[src/rtl/core/psm_pkg.sv]
`timescale 1ns / 1ps
// psm_pkg: shared widths, constants and bundle types of the periodic source merger
// no dependencies; imported by every module of the block

package psm_pkg;

    // number of generator slots held by the block (1 .. 8)
    localparam int NUM_SLOTS = 8;

    // fixed field widths
    localparam int CMD_W = 1;
    localparam int SRC_W = 3;
    localparam int VAL_W = 48;
    localparam int PER_W = 32;
    localparam int ACT_W = 4;

    // derived widths
    localparam int SLOT_W = (NUM_SLOTS > 1) ? $clog2(NUM_SLOTS) : 1;
    localparam int CNT_W  = $clog2(NUM_SLOTS + 1);
    localparam int CMP_W  = (CNT_W > ACT_W) ? CNT_W : ACT_W;

    // command codes
    localparam logic [CMD_W-1:0] CMD_LOAD = 1'b0;
    localparam logic [CMD_W-1:0] CMD_NEXT = 1'b1;

    // slot store access from the sequencer
    typedef struct packed {
        logic              wr_en;
        logic              wr_per;
        logic [SLOT_W-1:0] wr_addr;
        logic [VAL_W-1:0]  wr_pend;
        logic [PER_W-1:0]  wr_per_data;
        logic [SLOT_W-1:0] rd_addr;
    } t_mem_req;

    // finished result handed to the output register
    typedef struct packed {
        logic             load;
        logic [VAL_W-1:0] value;
        logic [SRC_W-1:0] source;
    } t_result;

endpackage

[src/rtl/core/psm_slot_ram.sv]
`timescale 1ns / 1ps
// psm_slot_ram: pending value and period store, one write and one registered read per cycle
// depends on psm_pkg

module psm_slot_ram (
    input  logic                       i_clk,
    input  psm_pkg::t_mem_req          i_req,
    output logic [psm_pkg::VAL_W-1:0]  o_rd_pend,
    output logic [psm_pkg::PER_W-1:0]  o_rd_per
);
    import psm_pkg::*;

    logic [VAL_W-1:0] r_pend [NUM_SLOTS];
    logic [PER_W-1:0] r_per  [NUM_SLOTS];
    logic [VAL_W-1:0] r_rd_pend;
    logic [PER_W-1:0] r_rd_per;

    // contents are undefined until a slot is loaded
    always_ff @(posedge i_clk) begin
        if (i_req.wr_en) begin
            r_pend[i_req.wr_addr] <= i_req.wr_pend;
            if (i_req.wr_per) begin
                r_per[i_req.wr_addr] <= i_req.wr_per_data;
            end
        end
        r_rd_pend <= r_pend[i_req.rd_addr];
        r_rd_per  <= r_per[i_req.rd_addr];
    end

    assign o_rd_pend = r_rd_pend;
    assign o_rd_per  = r_rd_per;

endmodule

[src/rtl/core/psm_ctrl.sv]
`timescale 1ns / 1ps
// psm_ctrl: sequencer with the shared compare / saturating add unit for the slot scan
// depends on psm_pkg; drives psm_slot_ram

module psm_ctrl (
    input  logic                        i_clk,
    input  logic                        i_rst_n,
    input  logic                        i_valid,
    output logic                        o_stall,
    input  logic [psm_pkg::CMD_W-1:0]   i_command,
    input  logic [psm_pkg::SRC_W-1:0]   i_slot,
    input  logic [psm_pkg::PER_W-1:0]   i_first_value,
    input  logic [psm_pkg::PER_W-1:0]   i_step,
    input  logic [psm_pkg::CNT_W-1:0]   i_active_cnt,
    input  logic                        i_out_free,
    input  logic [psm_pkg::VAL_W-1:0]   i_rd_pend,
    input  logic [psm_pkg::PER_W-1:0]   i_rd_per,
    output psm_pkg::t_mem_req           o_mem_req,
    output psm_pkg::t_result            o_result
);
    import psm_pkg::*;

    typedef enum logic [1:0] {
        ST_IDLE,
        ST_SCAN,
        ST_FINISH
    } t_state;

    t_state            r_state,    n_state;
    logic [CNT_W-1:0]  r_idx,      n_idx;
    logic              r_cmp_vld,  n_cmp_vld;
    logic [SLOT_W-1:0] r_cmp_idx,  n_cmp_idx;
    logic [VAL_W-1:0]  r_best_val, n_best_val;
    logic [PER_W-1:0]  r_best_per, n_best_per;
    logic [SLOT_W-1:0] r_best_idx, n_best_idx;

    logic             accept;
    logic             issue;
    logic             take;
    logic [VAL_W:0]   sum;
    logic [VAL_W-1:0] sat_sum;

    assign accept = i_valid && (r_state == ST_IDLE);
    assign issue  = (r_idx < i_active_cnt);

    // shared compare: first slot seeds the minimum, ties keep the lower slot
    assign take = r_cmp_vld && ((r_cmp_idx == '0) || (i_rd_pend < r_best_val));

    // shared saturating add, carry out means overflow
    assign sum     = {1'b0, r_best_val} + {{(VAL_W + 1 - PER_W){1'b0}}, r_best_per};
    assign sat_sum = sum[VAL_W] ? {VAL_W{1'b1}} : sum[VAL_W-1:0];

    always_comb begin
        n_state    = r_state;
        n_idx      = r_idx;
        n_cmp_vld  = 1'b0;
        n_cmp_idx  = r_cmp_idx;
        n_best_val = r_best_val;
        n_best_per = r_best_per;
        n_best_idx = r_best_idx;

        o_mem_req             = '0;
        o_mem_req.rd_addr     = SLOT_W'(r_idx);
        o_result.load         = 1'b0;
        o_result.value        = r_best_val;
        o_result.source       = SRC_W'(r_best_idx);

        if (take) begin
            n_best_val = i_rd_pend;
            n_best_per = i_rd_per;
            n_best_idx = r_cmp_idx;
        end

        case (r_state)
            ST_IDLE: begin
                if (accept) begin
                    if (i_command == CMD_NEXT) begin
                        n_state = ST_SCAN;
                        n_idx   = '0;
                    end else if (int'(i_slot) < NUM_SLOTS) begin
                        o_mem_req.wr_en       = 1'b1;
                        o_mem_req.wr_per      = 1'b1;
                        o_mem_req.wr_addr     = SLOT_W'(i_slot);
                        o_mem_req.wr_pend     = VAL_W'(i_first_value);
                        o_mem_req.wr_per_data = i_step;
                    end
                end
            end
            ST_SCAN: begin
                if (issue) begin
                    n_idx     = r_idx + CNT_W'(1);
                    n_cmp_vld = 1'b1;
                    n_cmp_idx = SLOT_W'(r_idx);
                end else begin
                    // last compare lands at this edge
                    n_state = ST_FINISH;
                end
            end
            ST_FINISH: begin
                if (i_out_free) begin
                    o_result.load     = 1'b1;
                    o_mem_req.wr_en   = 1'b1;
                    o_mem_req.wr_addr = r_best_idx;
                    o_mem_req.wr_pend = sat_sum;
                    n_state           = ST_IDLE;
                end
            end
            default: begin
                n_state = ST_IDLE;
            end
        endcase
    end

    always_ff @(posedge i_clk) begin
        if (!i_rst_n) begin
            r_state   <= ST_IDLE;
            r_cmp_vld <= 1'b0;
            r_idx     <= '0;
        end else begin
            r_state   <= n_state;
            r_cmp_vld <= n_cmp_vld;
            r_idx     <= n_idx;
        end
        r_cmp_idx  <= n_cmp_idx;
        r_best_val <= n_best_val;
        r_best_per <= n_best_per;
        r_best_idx <= n_best_idx;
    end

    assign o_stall = (r_state != ST_IDLE);

    // a next word always takes the sequencer out of idle
    a_next_busy: assert property (@(posedge i_clk) disable iff (!i_rst_n)
        (accept && (i_command == CMD_NEXT)) |=> o_stall)
        else $error("next word did not start a scan");

    // a result is only handed over when the output register can take it
    a_result_free: assert property (@(posedge i_clk) disable iff (!i_rst_n)
        o_result.load |-> i_out_free)
        else $error("result loaded into a busy output register");

    // the scan index never runs past the active slot count
    a_idx_bound: assert property (@(posedge i_clk) disable iff (!i_rst_n)
        (r_state == ST_SCAN) |-> (r_idx <= i_active_cnt))
        else $error("scan index beyond active slots");

    // a compare only follows a read issued during the scan
    a_cmp_src: assert property (@(posedge i_clk) disable iff (!i_rst_n)
        r_cmp_vld |-> $past(r_state == ST_SCAN))
        else $error("compare without a scan read");

endmodule

[src/rtl/core/periodic_source_merger.sv]
`timescale 1ns / 1ps
// periodic_source_merger: top level, config register, output register and instances
// depends on psm_pkg, psm_slot_ram, psm_ctrl
//
// usage
//   input channel (i_valid / o_stall) carries command words. a load word
//   (command 0) writes first value and period of one slot; slots at or above
//   the slot count are ignored. a next word (command 1) emits the smallest
//   pending value over slots 0 .. active-1 with its slot number, lowest slot
//   on ties, then advances that slot by its period, saturating at 2^48-1
//   output channel (o_valid / i_stall) carries one word per next word
//   timing: a load word is taken every cycle while the sequencer is idle. a
//   next word scans the slots through one registered read port and one
//   comparator, one slot a cycle, over the active slots (clamped to
//   1 .. NUM_SLOTS), then loads its result once the output register is free;
//   o_stall stays high until then, so no word is taken before that handover
//   reset: synchronous, active low; active slot count returns to 1, slot
//   contents are undefined until loaded
//   stall: a waiting result sits in the output register while load words are
//   still taken; a further next word holds its result until the register frees
//   config: i_cfg_we writes the active slot count; idle-only is the user's rule

module periodic_source_merger (
    input  logic                        i_clk,
    input  logic                        i_rst_n,
    input  logic                        i_cfg_we,
    input  logic [psm_pkg::ACT_W-1:0]   i_cfg_wdata,
    input  logic                        i_valid,
    output logic                        o_stall,
    input  logic [psm_pkg::CMD_W-1:0]   i_command,
    input  logic [psm_pkg::SRC_W-1:0]   i_slot,
    input  logic [psm_pkg::PER_W-1:0]   i_first_value,
    input  logic [psm_pkg::PER_W-1:0]   i_step,
    output logic                        o_valid,
    input  logic                        i_stall,
    output logic [psm_pkg::VAL_W-1:0]   o_value,
    output logic [psm_pkg::SRC_W-1:0]   o_source
);
    import psm_pkg::*;

    logic [ACT_W-1:0] r_active_slots;
    logic             r_out_valid;
    logic [VAL_W-1:0] r_value;
    logic [SRC_W-1:0] r_source;

    logic [CMP_W-1:0] act_ext;
    logic [CNT_W-1:0] active_cnt;
    logic             out_free;
    t_mem_req         mem_req;
    t_result          result;
    logic [VAL_W-1:0] rd_pend;
    logic [PER_W-1:0] rd_per;

    // clamp the configured count to 1 .. NUM_SLOTS
    assign act_ext = CMP_W'(r_active_slots);
    always_comb begin
        if (act_ext == '0) begin
            active_cnt = CNT_W'(1);
        end else if (act_ext > CMP_W'(NUM_SLOTS)) begin
            active_cnt = CNT_W'(NUM_SLOTS);
        end else begin
            active_cnt = CNT_W'(act_ext);
        end
    end

    // output register frees when empty or when its word is taken this cycle
    assign out_free = !r_out_valid || !i_stall;

    always_ff @(posedge i_clk) begin
        if (!i_rst_n) begin
            r_active_slots <= ACT_W'(1);
            r_out_valid    <= 1'b0;
        end else begin
            if (i_cfg_we) begin
                r_active_slots <= i_cfg_wdata;
            end
            if (result.load) begin
                r_out_valid <= 1'b1;
            end else if (!i_stall) begin
                r_out_valid <= 1'b0;
            end
        end
        if (result.load) begin
            r_value  <= result.value;
            r_source <= result.source;
        end
    end

    psm_slot_ram u_ram (
        .i_clk     (i_clk),
        .i_req     (mem_req),
        .o_rd_pend (rd_pend),
        .o_rd_per  (rd_per)
    );

    psm_ctrl u_ctrl (
        .i_clk         (i_clk),
        .i_rst_n       (i_rst_n),
        .i_valid       (i_valid),
        .o_stall       (o_stall),
        .i_command     (i_command),
        .i_slot        (i_slot),
        .i_first_value (i_first_value),
        .i_step        (i_step),
        .i_active_cnt  (active_cnt),
        .i_out_free    (out_free),
        .i_rd_pend     (rd_pend),
        .i_rd_per      (rd_per),
        .o_mem_req     (mem_req),
        .o_result      (result)
    );

    assign o_valid  = r_out_valid;
    assign o_value  = r_value;
    assign o_source = r_source;

endmodule
[config.mk]
export PLATFORM = sky130hd
export DESIGN_NAME = periodic_source_merger
export DESIGN_NICKNAME = d
export VERILOG_FILES = /design/src/rtl/core/psm_pkg.sv /design/src/rtl/core/psm_slot_ram.sv /design/src/rtl/core/psm_ctrl.sv /design/src/rtl/core/periodic_source_merger.sv
export SDC_FILE = /design/constraint.sdc
export NUM_CORES = 1
export LEC_CHECK = 0
export BUFFER_PORTS_ARGS = -buffer_cell sky130_fd_sc_hd__buf_2
export CAP_MARGIN = 20
export CORE_MARGIN = 1.5
export CORE_UTILIZATION = 29
export DETAILED_ROUTE_END_ITERATION = 10
export PLACE_DENSITY = 0.4
export SLEW_MARGIN = 10
export SYNTH_ARGS = -nofsm -noshare
export SYNTH_HDL_FRONTEND = slang
export SYNTH_SLANG_ARGS = --single-unit
[constraint.sdc]
create_clock -name i_clk -period 21.4 [get_ports i_clk]
set_clock_uncertainty 0.1 [all_clocks]
set_input_delay 6.42 -clock i_clk [delete_from_list [all_inputs] [get_ports i_clk]]
set_output_delay 6.42 -clock i_clk [all_outputs]
set_load 0.01 [all_outputs]
; ---- Word-level counts from Yosys, hierarchy flattened
; Memories as Yosys holds them, arrays and structs flattened. A register that Yosys moved wholly into a read port is not among the register bits.
; Index checks and enable logic that the tools add are counted.
[word_totals]
ff_bits = 149
word_cells = 70
n_memories = 2
mem_bits_rw = 640
inputBits = 77
out_inout_bits = 53
[mem_list]
columns = memory, words, word_bits, read_ports, rd_clocked_by_memory_dff, write_ports, line_no
row1 = u_ram.r_pend, 8, 48, 1, 1, 1, psm_slot_ram.sv:13  ; logic [VAL_W-1:0] r_pend [NUM_SLOTS];
row2 = u_ram.r_per, 8, 32, 1, 1, 1, psm_slot_ram.sv:14  ; logic [PER_W-1:0] r_per [NUM_SLOTS];
[op_classes]
n_addsub = 2
n_lt_le_gt_ge = 3
muxes = 29
reduce_logical = 15
n_eq_ne = 8
[ops]
columns = operator, n
row1 = 2-to-1 mux 85 bit, 2
row2 = case mux 51 bit (2 select lines), 1
row3 = 2-to-1 mux 51 bit, 1
row4 = adder 48 x 32 -> 49 bit, 1
row5 = < comparator 48 bit, 1
row6 = 2-to-1 mux 48 bit, 1
row7 = 2-to-1 mux 32 bit, 1
row8 = 2-to-1 mux 4 bit, 5
row9 = 2-to-1 mux 1 bit, 11
row10 = 2-to-1 mux 2 bit, 4
row11 = case mux 4 bit (2 select lines), 1
row12 = AND reduction 4 bit, 2
row13 = inequality test 2 x 1 -> 1 bit (second input constant), 3
row14 = inequality test 2 bit (second input constant), 3
row15 = case mux 2 bit (3 select lines), 1
row16 = adder 4 x 1 -> 4 bit (second input constant), 1
row17 = > comparator 4 bit (second input constant), 1
row18 = zero test 4 bit, 1
row19 = < comparator 4 bit, 1
row20 = AND reduction 2 bit, 2
row21 = nonzero test 2 bit, 2
row22 = zero test 3 bit, 1
row23 = == test 2 x 1 -> 1 bit (second input constant), 1
row24 = == test 2 bit (second input constant), 1
row25 = other kinds (5), 8

; ---- Depth between registers and ports, before layout
[depth]
word_depth = 7
mapped_depth = 11
ltp_nobuf = 10

; ---- Cells and area by module
; A second synthesis with hierarchy kept.
[unflattened]
hier_cells = 1856
hier_area_um2 = 34458.0
[by_module_without_submodules]
columns = mod, n_inst, cells_each, seq_area_each_um2, area_per_inst_um2
row1 = psm_slot_ram, 1, 1028, 20820.0, 25700.9
row2 = psm_ctrl, 1, 755, 2722.6, 7006.7
row3 = periodic_source_merger, 1, 73, 1631.6, 1750.4

; ---- Worst setup path after synthesis
; No wires, ideal clock.
[synth_timing]
kind = input to register
from = input port i_stall
to = memory u_ram.r_pend[0][0] (enable)
t_arrival_ns = 10.648
required_ns = 20.774
slack_ns = 10.126
path_stages = 6
path_buffers = 0
setup_ns = 0.526
cell_sequence = nand2_1 > nand2b_1 > clkinv_1 > o21ai_0 > o21ai_0 > a211oi_1
[synth_between]
elab_chain_len = 6
word_cells_on_any_way = 8
[synth_lines]
columns = item, line_no
row1 = from (decl), periodic_source_merger.sv:35  ; input logic i_stall,
row2 = zero test 1 bit (*), n/a
row3 = logical OR 1 bit (*), periodic_source_merger.sv:67  ; assign out_free = !r_out_valid || !i_stall;
row4 = 2-to-1 mux 1 bit, psm_ctrl.sv:100  ; if (i_out_free) begin
row5 = case mux 1 bit (2 select lines), psm_ctrl.sv:74  ; case (r_state)
row6 = 2-to-1 mux 1 bit, psm_slot_ram.sv:20  ; if (i_req.wr_en) begin
row7 = 2-to-1 mux 1 bit (implied by the code), psm_slot_ram.sv:21  ; r_pend[i_req.wr_addr] <= i_req.wr_pend;
row8 = to (decl), psm_slot_ram.sv:13
; Mark *: on every way between the ends. The rest lies on a longest branch, timed or not.

; ---- Worst setup path after layout
[layout_timing]
from = input port i_stall
to = memory u_ram.r_pend[0][7] (enable)
; The elaborated chain is that of the path after synthesis.

==> results_dict.tcl <==
set metrics [dict create \
    status "complete, no violations" \
    combinationalPowerShare_pct 5.1 \
    postPlaceCellArea_um2 37030 \
    power_switching_mw 0.8308 \
    setup_viol 0 \
    tritoncts "yes" \
    crit_chain "buf_2 -> nand2_1 -> nand2b_1 -> buf_4 -> inv_4 -> nand2_1 -> nand2_1 -> a211oi_4 -> buf_4" \
    overflow 0 \
    finalWirelength_um 90600 \
    yosysWarnings 0 \
    maxSlewViolCount 0 \
    worstMarginPinSlew_ns 1.057 \
    cp.required_ns 21.60 \
    grt_pass1_wl_um 130200 \
    fmax_ghz 0.1115 \
    root_buffer "clkbuf_16" \
    avgViaCountPerCell 4.723 \
    placed_cells 3474 \
    synth-edff-count 777 \
    grt_max_degree 91 \
    drcViolationCount 0 \
    cts_buffer_depth 3 \
    die_h_um 347.4 \
    cp-end-kind "register" \
    period_needed_ns 8.969 \
    fillCellCount 11140 \
    fin_ws_ns 12.43 \
    async_flop_share_pct 0 \
    final_common_cell "edfxtp_1" \
    port_buffers 129 \
    clock_sinks 869 \
    synthToLayoutAreaGrowth_pct 17.49 \
    synthesis.nets 2019 \
    p_seq_share_pct 49.9 \
    cp_slowest_cell "a211oi_4" \
    vias 17302 \
    yosysSeqAreaShare_pct 73.18 \
    seq_area_um2 25190 \
    fin_cells 3663 \
    first_pass_iters 5 \
    post-route-period-util_pct 41.91 \
    p_int_mw 3.004 \
    clk_pin_slew_ns 0.06 \
    synth_flop_cell "edfxtp_1" \
    maxCapViolations 0 \
    critPathLaunchType "input port" \
    fin_tns_setup_ns 0 \
    cts.hold.buffers_added 0 \
    globalplace.congestion 0.7961 \
    multiInputGateArea_um2 8823 \
    numCtsBuffers 98 \
    leakagePower_nw 13.54 \
    drive_above_1_share_pct 27.56 \
    num_rows 126 \
    switching_share_pct 21.67 \
    total_power_mw 3.834 \
    fin_nets 2201 \
    criticalPathCategory "in2reg" \
    final-hold-violation-count 0 \
    final_cell_mix "edfxtp_1, mux4_2, buf_2" \
    worst_path_most_repeated_cell "nand2_1" \
    ir_worst_vdd_v 0.00006259 \
    wl_per_cell_um 24.73 \
    die-area_um2 120700 \
    slowest_delay_ns 0.78 \
    hp-class "reg2reg" \
    yosysUniqueCellTypes 67 \
    htreeDepth 3 \
    critPathArrivalTime_ns 9.17 \
    relSlewSlack_pct 29.53 \
    syn_area_um2 34400 \
    synth.avg_cell_area_um2 18.52 \
    clock_latency_ns 0.68 \
    dp_hpwl_um 54430 \
    post-cts-setup-buffer-count 0 \
    die_w_um 347.4 \
    clock_power_share_pct 45.0 \
    ant_nets 0 \
    cts-resized-gates 0 \
    path_max_fanout 38 \
    rsz0062_at_grt "no" \
    fin_area_um2 40420 \
    p_per_area_nw_per_um2 94.86 \
    synth_seq_cells 869 \
    pre_cts_ws_ns 11.50 \
    drt_iter0_markers 1097 \
    core_um2 117900 \
    netlist_instances 1858 \
    ios 130 \
    grt_antenna_before_repair 7 \
    grt_pass1_vias 18361 \
    floorplan.initialDensity_pct 29.17 \
    grt_use_total_pct 14.96 \
]
==> sequential cells by signal, indices dropped and copies added, names as in the netlist, 2 cells and up <==
signal,cells
u_ram.r_pend,384
u_ram.r_per,256
o_value,48
u_ctrl.r_best_val,48
u_ram.o_rd_pend,48
u_ctrl.r_best_per,32
u_ram.o_rd_per,32
act_ext,4
u_ctrl.r_idx,4
o_source,3
u_ctrl.r_best_idx,3
u_ctrl.r_cmp_idx,3
u_ctrl.r_state,2
==> stage by stage <==
stage	hold WS (ns)	utilization (%)
global placement	0.2896	31.38
finish	0.2996	34.28
CTS	0.2941	34.25
detailed placement	0.2887	31.40
floorplan	0.2855	-
global route	0.3003	34.28
==> synth_stat cells (34+ instances only) <==
master	number	share of area, %
a21o_1	34	0.74
a21oi_1	59	0.86
and2_1	38	0.69
clkbuf_1	50	0.55
dfxtp_1	92	5.4
edfxtp_1	777	68
ha_1	83	3.0
inv_1	56	0.61
mux2_2	80	2.6
mux4_2	160	10
nand2_1	109	1.2
nor2_1	35	0.38
o21ai_0	58	0.84
==> final cells by class <==
class	count	share of cell area (%)
clock inverters	54	1.588
repair buffers	158	2.241
clock buffers	132	6.733
well taps	1536	4.755
flip-flops and latches	869	62.31
diodes	1	0.006191
multi-input cells	856	21.83
inverters	57	0.5355
==> power by group through the flow <==
stage / clock network (mW) / registers, mW / logic (mW)
3_3_place_gp: 0 / 1.95 / 0.200
5_1_grt: 1.84 / 1.92 / 0.218
3_5_place_dp: 0 / 1.95 / 0.201
6_report: 1.73 / 1.91 / 0.197
4_1_cts: 1.78 / 1.92 / 0.202
2_1_floorplan: 0 / 1.94 / 0.131
==> per-layer routing <==
metal,vias to the layer above,wire [um],GRT usage [%]
met3,129,3213,2.677
met1,9053,39920,19.49
li1,7804,-,-
met2,314,45280,25.46
met4,2,2182,4.296
met5,-,13,0
==> critical path, delay by kind of cell <==
family	cells	cell delay [ns]
buffers and inverters	4	1.35
AOI/OAI and AO/OA	1	0.78
and+or+nand+nor	4	0.54
==> path summary, 6_finish.rpt <==
check / from / endpoint / slack (ns) / cells after the start
worst min-delay path: u_ram.o_rd_per[10] / u_ctrl.r_best_per[10] / 0.30 / 0
worst max-delay path: i_stall / u_ram.r_pend[0][7] / 12.43 / 9
worst max register to register: u_ctrl.r_best_val[31] / u_ctrl.r_best_val[9] / 15.95 / 11
worst min register to register: u_ram.o_rd_per[10] / u_ctrl.r_best_per[10] / 0.30 / 0
==> cell families after synthesis <==
group / count (synthesis) / synth area share [%]
flops: 869 / 73.18
simple gates: 267 / 3.801
mux: 246 / 13.27
compound gates: 226 / 4.274
buf+inv: 133 / 1.564
fa+ha+maj: 84 / 3.077
xor+xnor: 33 / 0.8402
No activity file was read; power rests on OpenSTA's default activity.
